==> config.mk <==
export PLATFORM = sky130hd
export DESIGN_NAME = i2c_master_bit_sequencer
export DESIGN_NICKNAME = d
export VERILOG_FILES = /design/src/hdl/i2cbs_pkg.sv /design/src/hdl/i2cbs_ucode_rom.sv /design/src/hdl/i2c_master_bit_sequencer.sv
export SDC_FILE = /design/constraint.sdc
export NUM_CORES = 1
export LEC_CHECK = 0
export BUFFER_PORTS_ARGS = -buffer_cell sky130_fd_sc_hd__buf_2
export CAP_MARGIN = 20
export CORE_UTILIZATION = 40
export CTS_BUF_LIST = sky130_fd_sc_hd__clkbuf_8 sky130_fd_sc_hd__clkbuf_16
export CTS_CLUSTER_SIZE = 24
export DETAILED_ROUTE_END_ITERATION = 12
export GPL_TIMING_DRIVEN = 0
export PLACE_DENSITY_LB_ADDON = 0.2
export REMOVE_ABC_BUFFERS = 1
export SLEW_MARGIN = 10
export SYNTH_ARGS = -nofsm -noshare
export SYNTH_HDL_FRONTEND = slang
export SYNTH_SLANG_ARGS = --single-unit
==> constraint.sdc <==
create_clock -name clk -period 2.24 [get_ports clk]
set_clock_uncertainty 0.1 [all_clocks]
set_input_delay 0.112 -clock clk [delete_from_list [all_inputs] [get_ports clk]]
set_output_delay 0.112 -clock clk [all_outputs]
set_load 0.02 [all_outputs]
==> src/hdl/i2cbs_pkg.sv <==
// Shared types and constants for the I2C master bit sequencer.
// Used by i2cbs_ucode_rom and i2c_master_bit_sequencer; no dependencies.
package i2cbs_pkg;

  localparam int unsigned PcWidth  = 5;
  localparam int unsigned CntWidth = 3;

  typedef logic [PcWidth-1:0] pc_t;

  typedef enum logic [2:0] {
    CMD_START     = 3'd0,
    CMD_STOP      = 3'd1,
    CMD_WRITE     = 3'd2,
    CMD_READ      = 3'd3,
    CMD_SEND_ACK  = 3'd4,
    CMD_RECV_ACK  = 3'd5,
    CMD_RSVD6     = 3'd6,
    CMD_RSVD7     = 3'd7
  } cmd_t;

  // Which line a step writes.
  typedef enum logic {
    PIN_SCL = 1'b0,
    PIN_SDA = 1'b1
  } pin_t;

  // Where the written level comes from.
  typedef enum logic [1:0] {
    SRC_ZERO = 2'd0,
    SRC_ONE  = 2'd1,
    SRC_DATA = 2'd2,
    SRC_ACK  = 2'd3
  } src_t;

  // One microcode word.
  typedef struct packed {
    pin_t pin;
    src_t src;
    logic fin;     // unconditional end of program
    logic loop;    // jump to target until the bit counter wraps, else end
    pc_t  target;
    logic rd;      // present the sampled byte on the final beat
    logic ak;      // present the sampled ack on the final beat
  } uword_t;

  // Program entry points.
  localparam pc_t EntryStart   = 5'd0;
  localparam pc_t EntryStop    = 5'd4;
  localparam pc_t EntryWrite   = 5'd7;
  localparam pc_t EntryRead    = 5'd10;
  localparam pc_t EntryReadBit = 5'd11;
  localparam pc_t EntrySendAck = 5'd13;
  localparam pc_t EntryRecvAck = 5'd16;
  localparam pc_t LastAddr     = 5'd18;

  localparam logic [7:0] TopBit = 8'h80;

  typedef struct packed {
    logic ok;
    pc_t  pc;
  } entry_t;

  function automatic entry_t cmd_entry(input logic [2:0] cmd);
    entry_t e;
    e.ok = 1'b1;
    e.pc = EntryStart;
    unique case (cmd_t'(cmd))
      CMD_START:    e.pc = EntryStart;
      CMD_STOP:     e.pc = EntryStop;
      CMD_WRITE:    e.pc = EntryWrite;
      CMD_READ:     e.pc = EntryRead;
      CMD_SEND_ACK: e.pc = EntrySendAck;
      CMD_RECV_ACK: e.pc = EntryRecvAck;
      default:      e.ok = 1'b0;
    endcase
    return e;
  endfunction

endpackage

==> src/hdl/i2cbs_ucode_rom.sv <==
// Microcode store for the I2C master bit sequencer: one control word per step.
// Depends on i2cbs_pkg for the word layout and entry points.
module i2cbs_ucode_rom (
  input  i2cbs_pkg::pc_t    pc,
  output i2cbs_pkg::uword_t word
);

  localparam i2cbs_pkg::pc_t NoJump = '0;

  function automatic i2cbs_pkg::uword_t uw(input i2cbs_pkg::pin_t pin,
                                           input i2cbs_pkg::src_t src,
                                           input logic fin, input logic loop,
                                           input i2cbs_pkg::pc_t target,
                                           input logic rd, input logic ak);
    i2cbs_pkg::uword_t w;
    w.pin    = pin;
    w.src    = src;
    w.fin    = fin;
    w.loop   = loop;
    w.target = target;
    w.rd     = rd;
    w.ak     = ak;
    return w;
  endfunction

  always_comb begin
    unique case (pc)
      // start
      5'd0:  word = uw(i2cbs_pkg::PIN_SDA, i2cbs_pkg::SRC_ONE,  1'b0, 1'b0, NoJump, 1'b0, 1'b0);
      5'd1:  word = uw(i2cbs_pkg::PIN_SCL, i2cbs_pkg::SRC_ONE,  1'b0, 1'b0, NoJump, 1'b0, 1'b0);
      5'd2:  word = uw(i2cbs_pkg::PIN_SDA, i2cbs_pkg::SRC_ZERO, 1'b0, 1'b0, NoJump, 1'b0, 1'b0);
      5'd3:  word = uw(i2cbs_pkg::PIN_SCL, i2cbs_pkg::SRC_ZERO, 1'b1, 1'b0, NoJump, 1'b0, 1'b0);
      // stop
      5'd4:  word = uw(i2cbs_pkg::PIN_SDA, i2cbs_pkg::SRC_ZERO, 1'b0, 1'b0, NoJump, 1'b0, 1'b0);
      5'd5:  word = uw(i2cbs_pkg::PIN_SCL, i2cbs_pkg::SRC_ONE,  1'b0, 1'b0, NoJump, 1'b0, 1'b0);
      5'd6:  word = uw(i2cbs_pkg::PIN_SDA, i2cbs_pkg::SRC_ONE,  1'b1, 1'b0, NoJump, 1'b0, 1'b0);
      // write byte: eight passes of set data, clock high, clock low
      5'd7:  word = uw(i2cbs_pkg::PIN_SDA, i2cbs_pkg::SRC_DATA, 1'b0, 1'b0, NoJump, 1'b0, 1'b0);
      5'd8:  word = uw(i2cbs_pkg::PIN_SCL, i2cbs_pkg::SRC_ONE,  1'b0, 1'b0, NoJump, 1'b0, 1'b0);
      5'd9:  word = uw(i2cbs_pkg::PIN_SCL, i2cbs_pkg::SRC_ZERO, 1'b0, 1'b1,
                       i2cbs_pkg::EntryWrite, 1'b0, 1'b0);
      // read byte: release data, then a clock pulse for each bit
      5'd10: word = uw(i2cbs_pkg::PIN_SDA, i2cbs_pkg::SRC_ONE,  1'b0, 1'b0, NoJump, 1'b0, 1'b0);
      5'd11: word = uw(i2cbs_pkg::PIN_SCL, i2cbs_pkg::SRC_ONE,  1'b0, 1'b0, NoJump, 1'b0, 1'b0);
      5'd12: word = uw(i2cbs_pkg::PIN_SCL, i2cbs_pkg::SRC_ZERO, 1'b0, 1'b1,
                       i2cbs_pkg::EntryReadBit, 1'b1, 1'b0);
      // send ack
      5'd13: word = uw(i2cbs_pkg::PIN_SDA, i2cbs_pkg::SRC_ACK,  1'b0, 1'b0, NoJump, 1'b0, 1'b0);
      5'd14: word = uw(i2cbs_pkg::PIN_SCL, i2cbs_pkg::SRC_ONE,  1'b0, 1'b0, NoJump, 1'b0, 1'b0);
      5'd15: word = uw(i2cbs_pkg::PIN_SCL, i2cbs_pkg::SRC_ZERO, 1'b1, 1'b0, NoJump, 1'b0, 1'b0);
      // receive ack
      5'd16: word = uw(i2cbs_pkg::PIN_SDA, i2cbs_pkg::SRC_ONE,  1'b0, 1'b0, NoJump, 1'b0, 1'b0);
      5'd17: word = uw(i2cbs_pkg::PIN_SCL, i2cbs_pkg::SRC_ONE,  1'b0, 1'b0, NoJump, 1'b0, 1'b0);
      5'd18: word = uw(i2cbs_pkg::PIN_SCL, i2cbs_pkg::SRC_ZERO, 1'b1, 1'b0, NoJump, 1'b0, 1'b1);
      // unused addresses end the program with the clock low
      default: word = uw(i2cbs_pkg::PIN_SCL, i2cbs_pkg::SRC_ZERO, 1'b1, 1'b0, NoJump, 1'b0, 1'b0);
    endcase
  end

endmodule

==> src/hdl/i2c_master_bit_sequencer.sv <==
// Byte-level I2C master: one command beat in, one beat out per SCL/SDA pin write.
// Start gives 4 beats, stop 3, write byte 24, read byte 17, send ack 3,
// receive ack 3; codes 6 and 7 are taken and give nothing. A command walks a
// microcode program at one step per cycle while the output is not stalled. A
// new command is taken once the previous one has launched its final beat,
// even while that beat still waits in the output register. Line levels hold
// between commands; both rise after reset.
// Depends on i2cbs_pkg and i2cbs_ucode_rom.
module i2c_master_bit_sequencer (
  input  logic       clk,
  input  logic       rst,
  input  logic       in_valid,
  output logic       in_stall,
  input  logic [2:0] command,
  input  logic [7:0] write_byte,
  input  logic       ack_bit,
  input  logic [7:0] bus_sda_bits,
  output logic       out_valid,
  input  logic       out_stall,
  output logic       scl,
  output logic       sda,
  output logic [7:0] read_byte,
  output logic       ack_in,
  output logic       last
);

  logic                                busy;
  i2cbs_pkg::pc_t                      pc;
  logic [i2cbs_pkg::CntWidth-1:0]      cnt;
  logic [7:0]                          shift;
  logic [7:0]                          sampled;
  logic                                ack;
  logic                                scl_level;
  logic                                sda_level;

  i2cbs_pkg::uword_t                   word;
  i2cbs_pkg::entry_t                   entry;
  logic                                accept;
  logic                                adv;
  logic                                cnt_done;
  logic                                step_last;
  logic                                level;
  logic                                scl_next;
  logic                                sda_next;

  i2cbs_ucode_rom u_rom (
    .pc   (pc),
    .word (word)
  );

  assign in_stall  = busy;
  assign accept    = in_valid && !busy;
  assign entry     = i2cbs_pkg::cmd_entry(command);
  assign adv       = busy && (!out_valid || !out_stall);
  assign cnt_done  = (cnt == {i2cbs_pkg::CntWidth{1'b1}});
  assign step_last = word.fin || (word.loop && cnt_done);

  always_comb begin
    unique case (word.src)
      i2cbs_pkg::SRC_ZERO: level = 1'b0;
      i2cbs_pkg::SRC_ONE:  level = 1'b1;
      i2cbs_pkg::SRC_DATA: level = |(shift & i2cbs_pkg::TopBit);
      i2cbs_pkg::SRC_ACK:  level = ack;
      default:             level = 1'b0;
    endcase
    scl_next = scl_level;
    sda_next = sda_level;
    if (word.pin == i2cbs_pkg::PIN_SCL) begin
      scl_next = level;
    end else begin
      sda_next = level;
    end
  end

  // sequencer control
  always_ff @(posedge clk) begin
    if (rst) begin
      busy      <= 1'b0;
      pc        <= '0;
      cnt       <= '0;
      scl_level <= 1'b1;
      sda_level <= 1'b1;
    end else if (accept) begin
      busy <= entry.ok;
      pc   <= entry.pc;
      cnt  <= '0;
    end else if (adv) begin
      scl_level <= scl_next;
      sda_level <= sda_next;
      if (step_last) begin
        busy <= 1'b0;
        cnt  <= '0;
      end else if (word.loop) begin
        pc  <= word.target;
        cnt <= cnt + 1'b1;
      end else begin
        pc <= pc + 1'b1;
      end
    end
  end

  // command operands
  always_ff @(posedge clk) begin
    if (accept) begin
      shift   <= write_byte;
      sampled <= bus_sda_bits;
      ack     <= ack_bit;
    end else if (adv && word.loop && !cnt_done) begin
      shift <= {shift[6:0], 1'b0};
    end
  end

  // output register
  always_ff @(posedge clk) begin
    if (rst) begin
      out_valid <= 1'b0;
    end else if (adv) begin
      out_valid <= 1'b1;
    end else if (!out_stall) begin
      out_valid <= 1'b0;
    end
  end

  always_ff @(posedge clk) begin
    if (adv) begin
      scl       <= scl_next;
      sda       <= sda_next;
      last      <= step_last;
      read_byte <= (step_last && word.rd) ? sampled : 8'h00;
      ack_in    <= step_last && word.ak && |(sampled & i2cbs_pkg::TopBit);
    end
  end

  a_mid_beat_busy : assert property (@(posedge clk) disable iff (rst)
    out_valid && !last |-> busy)
    else $error("non-final beat pending while sequencer idle");

  a_read_byte_last : assert property (@(posedge clk) disable iff (rst)
    out_valid && read_byte != 8'h00 |-> last)
    else $error("read byte shown before final beat");

  a_cnt_idle : assert property (@(posedge clk) disable iff (rst)
    !busy |-> cnt == '0)
    else $error("bit counter left running after program end");

  a_ack_clock_low : assert property (@(posedge clk) disable iff (rst)
    out_valid && ack_in |-> !scl)
    else $error("ack presented with clock high");

endmodule

==> results.toml, run 1 <==
[place]
gp_congestion = 0.751
dp.final_hpwl_um = 2980
placement.io_buffers = 37

[timing]
slew-limit-headroom = 0.650
whs_ns = 0.0832
rsz0062_at_grt = "true"
setup_viol = 8
max_clock_freq_mhz = 410
setup_ws_ns = -0.202
finalCritPeriodShare = 1.09
worst_pin_slew_ns = 0.523
report.final.slew_viol_count = 0
period_minus_slack_ns = 2.44
hold_viol_final = 0

[drt]
first_pass_iters = 4
ant_nets = 0
finalWirelength_um = 4740
drcViolationCount = 0
via_count = 1761
vias_per_cell = 5.07
wl_per_cell_um = 13.7
dr.first_iter.drc_count = 70

[setup_path]
slowest_stage = "dfxtp_2"
cp-startpoint = "cnt[0]$_SDFFE_PP0P_"
rr_startpoint = "cnt[0]$_SDFFE_PP0P_"
cp-start-kind = "register"
slowest_delay_ns = 0.35
end_kind = "register"
crit_buf_inv = 5
arrival_ns = 2.52
path_common_cell = "buf_6"
crit_required_ns = 2.32
crit_type = "reg2reg"
path_cells = "ha_4, ha_4, a21oi_4, buf_6, clkinvlp_4, buf_6, o211ai_1, o211ai_1, buf_4, buf_6, mux2i_2, o32ai_2"
crit_fanout = 8
critPathTopFamily = "buffers and inverters"

[pwr]
switching_share = 0.263
seq_power_share = 0.501
p_per_area_nw_per_um2 = 677
p_leak_uw = 0.00128
p_comb_frac = 0.201
power_uw = 2120
internal_power_uw = 1560
p_switching_uw = 558
peakVddDrop_uv = 313
clkPwrFrac = 0.299

[logic_synthesis]
syn_area_um2 = 2240
synth.distinct_cells = 53
ys_seq_area_frac = 0.566
synth-main-ff-cell = "edfxtp_1"
synth_area_leaders = "edfxtp_1 39%, dfxtp_1 18%, nand2_1 5.4%"
synthArstFlopShare = 0
synth_top_area_cell = "edfxtp_1"
ys_warn_count = 0
synth_top_cell_area_share = 0.388
synth_edf_count = 29
avgSynthCellArea_um2 = 11.3
ys_seq_elements = 49
postSynthCellCount = 199

[grt]
grt_max_degree = 25
grt_pass1_vias = 1700
grt_pass1_wl_um = 7910
antenna_found_initial = 0
grt.total_usage = 0.168
grt-ovfl-total = 0

[finish]
fill_cells = 444
drive_gt1_frac = 0.394
nets = 308
register_area_um2 = 1280
multi_input_area_um2 = 1030
areaGrowthSynthToFinish_pct = 39.5
diodes = 0

[die]
core.rowCount = 26
floorplan.die.height_um = 76.9
top_level_ports = 38
design.core.area_um2 = 5270
fp.dieArea_um2 = 5920
die_w_um = 76.9
start_util = 0.426

[job]
cap_viol_max_count = 0

[min_path]
worstHoldStart = "out_stall"
hp-class = "in2reg"

[clock_network]
cts_max_path_buffers = 2
cts_max_level = 2
cts.clk_slew.worst_paths_ns = 0.09
cts_tree = "built"
cts_root_buffer = "clkbuf_8"
cts_sinks = 49
cts_buffers = 5
clkLatencyLatePin_ns = 0.30

[run_status]
outcome = "finished, violations left"
violations = "setup timing"
==> tightest hold or removal path, stage by stage <==
cell and delay [ns]:
buf_2 0.10, nand2_1 0.05, nand2_1 0.05, a21oi_1 0.06
nor2_1 0.08
==> cell families (layout without fill, tap and decap cells) <==
| logic type | after synthesis | after routing | share of synthesized area |
|---|---|---|---|
| buffers and inverters | 19 | 97 | 0.0418 |
| AOI/OAI and AO/OA | 41 | 41 | 0.146 |
| muxes | 5 | 5 | 0.0234 |
| adders and majority gates | 8 | 8 | 0.0446 |
| xor gates and xnor gates | 2 | 2 | 0.00781 |
| and+or+nand+nor | 75 | 75 | 0.170 |
| DFF | 49 | 49 | 0.566 |
==> flip-flops by register name, summed over array words and instances, names as in the netlist <==
signal and count:
ack 1, ack_in 1, cnt 3, in_stall 1, last 1, out_valid 1, pc 5, read_byte 8
sampled 8, scl 1, scl_level 1, sda 1, sda_level 1, shift 8, u_rom.word 8
==> metrics by stage <==
| stage | TNS, ns | std cells | utilization | instance area (um^2) | setup slack, ns |
|---|---|---|---|---|---|
| after floorplan | -1.61 | 192 | - | 2210 | -0.416 |
| after global placement | -4.89 | 299 | 0.472 | 2490 | -0.771 |
| after detailed placement | -4.93 | 299 | 0.472 | 2490 | -0.784 |
| after CTS | -0.398 | 343 | 0.576 | 3040 | -0.162 |
| after global routing | -1.54 | 347 | 0.594 | 3130 | -0.304 |
| final | -0.752 | 347 | 0.594 | 3130 | -0.202 |
==> area by class of cell <==
| type | instances | share of cell area |
|---|---|---|
| flip-flops and latches | 49 | 0.408 |
| well taps | 70 | 0.0280 |
| inverters | 12 | 0.0236 |
| multi-input cells | 131 | 0.330 |
| clock buffers | 5 | 0.0220 |
| repair buffers | 77 | 0.174 |
| clock inverters | 3 | 0.0148 |
==> routing by layer <==
layer	wire (um)	global-route usage	vias to the layer above
li1	-	-	874
met1	2240	0.219	829
met2	2280	0.284	46
met3	162	0.0357	12
met4	62	0.0365	0
met5	0	0	-
==> path summary, 6_finish.rpt <==
kind | end | slack [ns] | depth (start not counted)
max | u_rom.word[11]$_DFF_P_ | -0.20 | 12
min | in_stall$_SDFFE_PP0P_ | 0.08 | 5
max reg2reg | u_rom.word[11]$_DFF_P_ | -0.20 | 12
min reg2reg | scl_level$_SDFFE_PP1P_ | 0.37 | 2
==> synth_stat cells, drive strengths merged, types with 4 or more instances <==
library cell,instances
a21oi,11
and3,9
clkbuf,5
dfxtp,20
edfxtp,29
ha,8
inv,10
nand2,33
nand3,5
nor2,8
nor3,4
o211ai,4
==> power groups by stage <==
stage               Sequential (uW)  Clock (uW)  Combinational, uW
global route                   1070         693                465
floorplan                      1100           0                177
global placement               1080           0                284
detailed placement             1080           0                286
finish                         1060         634                425
CTS                            1060         645                384
==> layout by cell type, fill, tap and decap left out, drive strengths merged, types with 4 or more instances in the layout <==
cell type and n:
buf 59, nand2 33, edfxtp 29, dfxtp 20, dlygate4sd3 18, a21oi 11, and3 9, inv 9
nor2 8, ha 8, clkbuf 5, nand3 5, o211ai 4, nor3 4
==> timing repair <==
item	CTS	global route
cloned	0	0
endpoints found under the hold margin	18	0
setup buffers	18	4
resized for setup	30	13
setup endpoints to repair	12	8
hold buffers	18	0
pin swaps	11	12
Note: power is estimated with default switching activity, not from simulation.
==> run 2: changes to the inputs <==
--- a/config.mk
+++ b/config.mk
@@ -12,7 +12,7 @@
 export CTS_CLUSTER_SIZE = 24
 export DETAILED_ROUTE_END_ITERATION = 12
 export GPL_TIMING_DRIVEN = 0
-export PLACE_DENSITY_LB_ADDON = 0.2
+export PLACE_DENSITY = 0.73
 export REMOVE_ABC_BUFFERS = 1
 export SLEW_MARGIN = 10
 export SYNTH_ARGS = -nofsm -noshare
==> run 2 against run 1 <==
  * Global-route usage grew 0.59 points
  * Register-to-register slack is essentially flat
  * The run still ends with setup timing left
  * Via count grew 1.5%
==> results.toml, run 2 (synthesis gave the netlist of run 1 again) <==
[setup_path]
r2r_slack_ns = -0.20
crit_type = "reg2reg"
crit_required_ns = 2.35
critPathTopFamily = "compound AO/OA/AOI/OAI gates"
worstReg2RegEnd = "u_rom.word[11]$_DFF_P_"
slowest_delay_ns = 0.35
rr_startpoint = "cnt[1]$_SDFFE_PP0P_"
end_kind = "register"
crit_buf_inv = 2
crit_fanout = 4
path_depth = 10
arrival_ns = 2.55
slowest_stage = "dfxtp_2"
path_cells = "ha_4, ha_4, a21oi_4, clkinvlp_4, o211ai_1, o211ai_1, buf_4, o21bai_4, a21oi_2, o32ai_2"
r2r_cells = 10
cp-start-kind = "register"

[die]
fp.dieArea_um2 = 5920
core.rowCount = 26
floorplan.die.height_um = 76.9
design.core.area_um2 = 5270
die_w_um = 76.9
start_util = 0.426
top_level_ports = 38

[place]
dp.final_hpwl_um = 2930
dp_slack_ns = -0.711
gp_congestion = 0.817
placement.io_buffers = 37

[min_path]
hold_depth = 4
hp-class = "in2reg"
min_to = "in_stall$_SDFFE_PP0P_"
worstHoldStart = "command[2]"

[timing]
report.final.slew_viol_count = 0
fin_tns_setup_ns = -0.872
setup_viol = 8
hold_viol_final = 0
rsz0062_at_grt = "true"
slew-limit-headroom = 0.672
period_minus_slack_ns = 2.44
setup_ws_ns = -0.199
worst_pin_slew_ns = 0.487
max_clock_freq_mhz = 410
finalCritPeriodShare = 1.09

[pwr]
p_switching_uw = 559
p_per_area_nw_per_um2 = 649
p_comb_frac = 0.213
peakVddDrop_uv = 360
clkPwrFrac = 0.256
p_leak_uw = 0.00126
internal_power_uw = 1440
switching_share = 0.279
seq_power_share = 0.532

[finish]
areaGrowthSynthToFinish_pct = 37.4
nets = 305
diodes = 0
layout_common_cells = "37 x buf_2, 30 x nand2_1, 29 x edfxtp_1"
fill_cells = 457
layout_commonest_cell = "buf_2"
drive_gt1_frac = 0.394

[clock_network]
cts_buffers = 5
clkLatencyLatePin_ns = 0.30
cts_sinks = 49
cts.clk_slew.worst_paths_ns = 0.09
cts_max_path_buffers = 2
cts_tree = "built"
cts_root_buffer = "clkbuf_8"
cts_max_level = 2

[drt]
wl_per_cell_um = 14.3
vias_per_cell = 5.19
finalWirelength_um = 4930
drcViolationCount = 0
first_pass_iters = 4
dr.first_iter.drc_count = 111
ant_nets = 0
via_count = 1787

[grt]
grt.total_usage = 0.174
grt-ovfl-total = 0
grt_pass1_vias = 1616
grt_pass1_wl_um = 8030
antenna_found_initial = 0
grt_max_degree = 25

[run_status]
violations = "setup timing"
outcome = "finished, violations left"

[job]
cap_viol_max_count = 0
## run 2: changes by cell type in the layout (fill, tap and decap cells not counted), sizes merged
cell	delta
inv	+2
bufinv	-1
buf	-3
clkinvlp	-1
## run 2: layer usage
metal  vias to the layer above  share of wire  GRT usage  routed length (um)
li1                        867              -          -                   -
met3                        13          0.053     0.0321                 259
met5                         -              0          0                   0
met2                        63           0.49      0.288                2440
met4                         0          0.015     0.0558                  74
met1                       844           0.44      0.228                2160
## run 2: worst max path at each step
| stage | slack [ns] | startpoint | to |
|---|---|---|---|
| after floorplan | -0.42 | in_stall$_SDFFE_PP0P_ | u_rom.word[9]$_DFF_P_ |
| after global placement | -0.69 | in_stall$_SDFFE_PP0P_ | u_rom.word[9]$_DFF_P_ |
| after detailed placement | -0.71 | in_stall$_SDFFE_PP0P_ | u_rom.word[11]$_DFF_P_ |
| after CTS | -0.09 | pc[1]$_SDFFE_PP0N_ | u_rom.word[11]$_DFF_P_ |
| after global routing | -0.28 | cnt[1]$_SDFFE_PP0P_ | u_rom.word[11]$_DFF_P_ |
| final | -0.20 | cnt[1]$_SDFFE_PP0P_ | u_rom.word[11]$_DFF_P_ |
## run 2: final cells by class
cell class	instances	area, um^2	area share
multi-input combinational	131	1050	0.339
clock buffer	5	68.8	0.0223
tap	70	87.6	0.0284
clock inverter	3	17.5	0.00568
inverter	12	71.3	0.0231
sequential	49	1280	0.414
timing repair buffer	74	515	0.167
## run 2: power groups by stage
stage / registers [uW] / logic [uW] / clock network [uW]
final: 1060 / 425 / 511
after global routing: 1070 / 460 / 566
after CTS: 1060 / 386 / 523
after detailed placement: 1080 / 286 / 0
after global placement: 1080 / 280 / 0
after floorplan: 1100 / 177 / 0
## run 2: what timing repair did
action	4_1_cts	5_1_grt
endpoints found under the hold margin	18	0
gates resized for setup	32	12
pin swaps	18	10
setup endpoints to repair	11	8
hold buffers	18	0
buffers inserted	16	3
## run 2: worst reg2reg max path: stages (launching register included)
cell,delay (ns)
dfxtp_2,0.35
ha_4,0.16
ha_4,0.16
a21oi_4,0.26
clkinvlp_4,0.21
o211ai_1,0.22
o211ai_1,0.19
buf_4,0.21
o21bai_4,0.14
a21oi_2,0.07
o32ai_2,0.28
## run 2: stage by stage
stage	utilization	hold WS, ns	total power (uW)	cell area, um^2	instances
after global placement	0.472	0.192	1360	2490	299
after global routing	0.585	0.106	2100	3080	344
after detailed placement	0.472	0.192	1370	2490	299
after floorplan	-	0.0811	1280	2210	192
final	0.585	0.101	2000	3080	344
after CTS	0.569	0.0782	1970	3000	341
==> run 3: changes to the inputs <==
--- a/config.mk
+++ b/config.mk
@@ -18,3 +18,4 @@
 export SYNTH_ARGS = -nofsm -noshare
 export SYNTH_HDL_FRONTEND = slang
 export SYNTH_SLANG_ARGS = --single-unit
+export TNS_END_PERCENT = 20
==> run 3 against run 2 <==
  * The flow still finishes with violations (setup timing)
  * Maximum frequency is 0.61% higher
  * Sequential power barely moved
  * Global-route usage decreased by 0.051 points
  * First-iteration DRC count grew 30%
  * Worst setup slack improved by 0.015 ns
  * Sequential share of layout area up 0.73 points
  * Register-to-register slack about the same
  * Highest routed layer unchanged
  * Die area unchanged
  * Combinational power decreased by 4%
  * Critical path depth stayed put
  * Final area decreased by 1.8%
  * Flip-flop and latch count stayed put
==> results.toml, run 3 (synthesis gave the netlist of run 1 again) <==
[clock_network]
cts.clk_slew.worst_paths_ns = 0.09
cts_sinks = 49
cts_root_buffer = "clkbuf_8"
cts_buffers = 5
cts_max_path_buffers = 2
clkLatencyLatePin_ns = 0.30
cts_tree = "built"
cts_max_level = 2

[die]
die_w_um = 76.9
design.core.area_um2 = 5270
start_util = 0.426
top_level_ports = 38
floorplan.die.height_um = 76.9
core.rowCount = 26
fp.dieArea_um2 = 5920

[grt]
grt_max_degree = 25
grt-ovfl-total = 0
antenna_found_initial = 0
grt.total_usage = 0.173
grt_pass1_wl_um = 8000
grt_pass1_vias = 1604

[place]
gp_congestion = 0.817
dp_slack_ns = -0.711
dp.final_hpwl_um = 2930
placement.io_buffers = 37

[finish]
layout_commonest_cell = "buf_2"
diodes = 0
layout_common_cells = "37 x buf_2, 30 x nand2_1, 29 x edfxtp_1"
drive_gt1_frac = 0.375
nets = 303
areaGrowthSynthToFinish_pct = 34.9

[pwr]
p_per_area_nw_per_um2 = 654
peakVddDrop_uv = 360
p_switching_uw = 548
switching_share = 0.277
internal_power_uw = 1430
power_uw = 1980
p_leak_uw = 0.00124
seq_power_share = 0.537
clkPwrFrac = 0.258
p_comb_frac = 0.206

[timing]
rsz0062_at_grt = "true"
report.final.slew_viol_count = 0
hold_viol_final = 0
setup_ws_ns = -0.184
setup_viol = 8
slew-limit-headroom = 0.670
period_minus_slack_ns = 2.42
finalCritPeriodShare = 1.08
worst_pin_slew_ns = 0.490
max_clock_freq_mhz = 413

[drt]
dr.first_iter.drc_count = 144
first_pass_iters = 5
wl_per_cell_um = 14.3
finalWirelength_um = 4880
via_count = 1747
drcViolationCount = 0
ant_nets = 0
vias_per_cell = 5.11

[setup_path]
crit_fanout = 5
cp-start-kind = "register"
slowest_stage = "or3b_4"
crit_type = "reg2reg"
slowest_delay_ns = 0.37
arrival_ns = 2.54
path_common_cell = "ha_4"
path_cells = "ha_4, ha_4, a21oi_4, a32o_2, a31oi_2, or2_4, buf_6, ha_4, or3b_4, o311ai_2"
end_kind = "register"
crit_required_ns = 2.35

[run_status]
outcome = "finished, violations left"
violations = "setup timing"

[job]
cap_viol_max_count = 0

[min_path]
hp-class = "in2reg"
-- run 3: critical path, delay by kind of cell (launching register included) --
family                   cells  cell delay [ns]
adder cells (fa/ha/maj)      3             0.52
buffers and inverters        1             0.13
AO/OA/AOI/OAI                4             0.59
AND/OR/NAND/NOR              2             0.65
flip-flops                   1             0.34
-- run 3: area by class of cell --
type | instances | area, um^2
clock inverter | 3 | 17.5
sequential | 49 | 1280
inverter | 12 | 71.3
fill | 472 | 2240
clock buffer | 5 | 68.8
multi-input combinational | 131 | 1010
timing repair buffer | 72 | 497
tap | 70 | 87.6
-- run 3: layer usage --
| metal | global-route usage | vias to the layer above | share of wire |
|---|---|---|---|
| met1 | 0.228 | 824 | 0.44 |
| met2 | 0.287 | 52 | 0.50 |
| met5 | 0 | - | 0 |
| li1 | - | 864 | - |
| met3 | 0.0321 | 7 | 0.044 |
| met4 | 0.0558 | 0 | 0.010 |
-- run 3: final timing paths --
check / from / end / slack [ns] / cells past startpoint
worst max register to register: cnt[1]$_SDFFE_PP0P_ / u_rom.word[9]$_DFF_P_ / -0.18 / 10
worst max-delay path: cnt[1]$_SDFFE_PP0P_ / u_rom.word[9]$_DFF_P_ / -0.18 / 10
worst min register to register: scl_level$_SDFFE_PP1P_ / scl_level$_SDFFE_PP1P_ / 0.38 / 2
worst min-delay path: command[2] / in_stall$_SDFFE_PP0P_ / 0.1 / 4
-- run 3: timing repair --
action,in CTS,in global routing
endpoints found under the setup margin,11,8
hold buffers,18,0
endpoints found under the hold margin,18,0
gates resized for setup,31,5
buffers inserted,15,2
pin swaps,17,5
-- run 3: power groups by stage --
stage	registers, uW	clock network [uW]	logic, uW
6_report	1060	510	407
5_1_grt	1070	566	443
4_1_cts	1060	523	382
3_5_place_dp	1080	0	286
3_3_place_gp	1080	0	280
2_1_floorplan	1100	0	177
-- run 3: through the flow --
step	TNS (ns)	cells	cell area, um^2	hold WS, ns	util
2_1_floorplan	-1.61	192	2210	0.0811	-
3_3_place_gp	-4.09	299	2490	0.192	0.472
3_5_place_dp	-4.28	299	2490	0.192	0.472
4_1_cts	-0.271	340	2990	0.0790	0.567
5_1_grt	-1.69	342	3030	0.106	0.575
6_report	-0.869	342	3030	0.0987	0.575
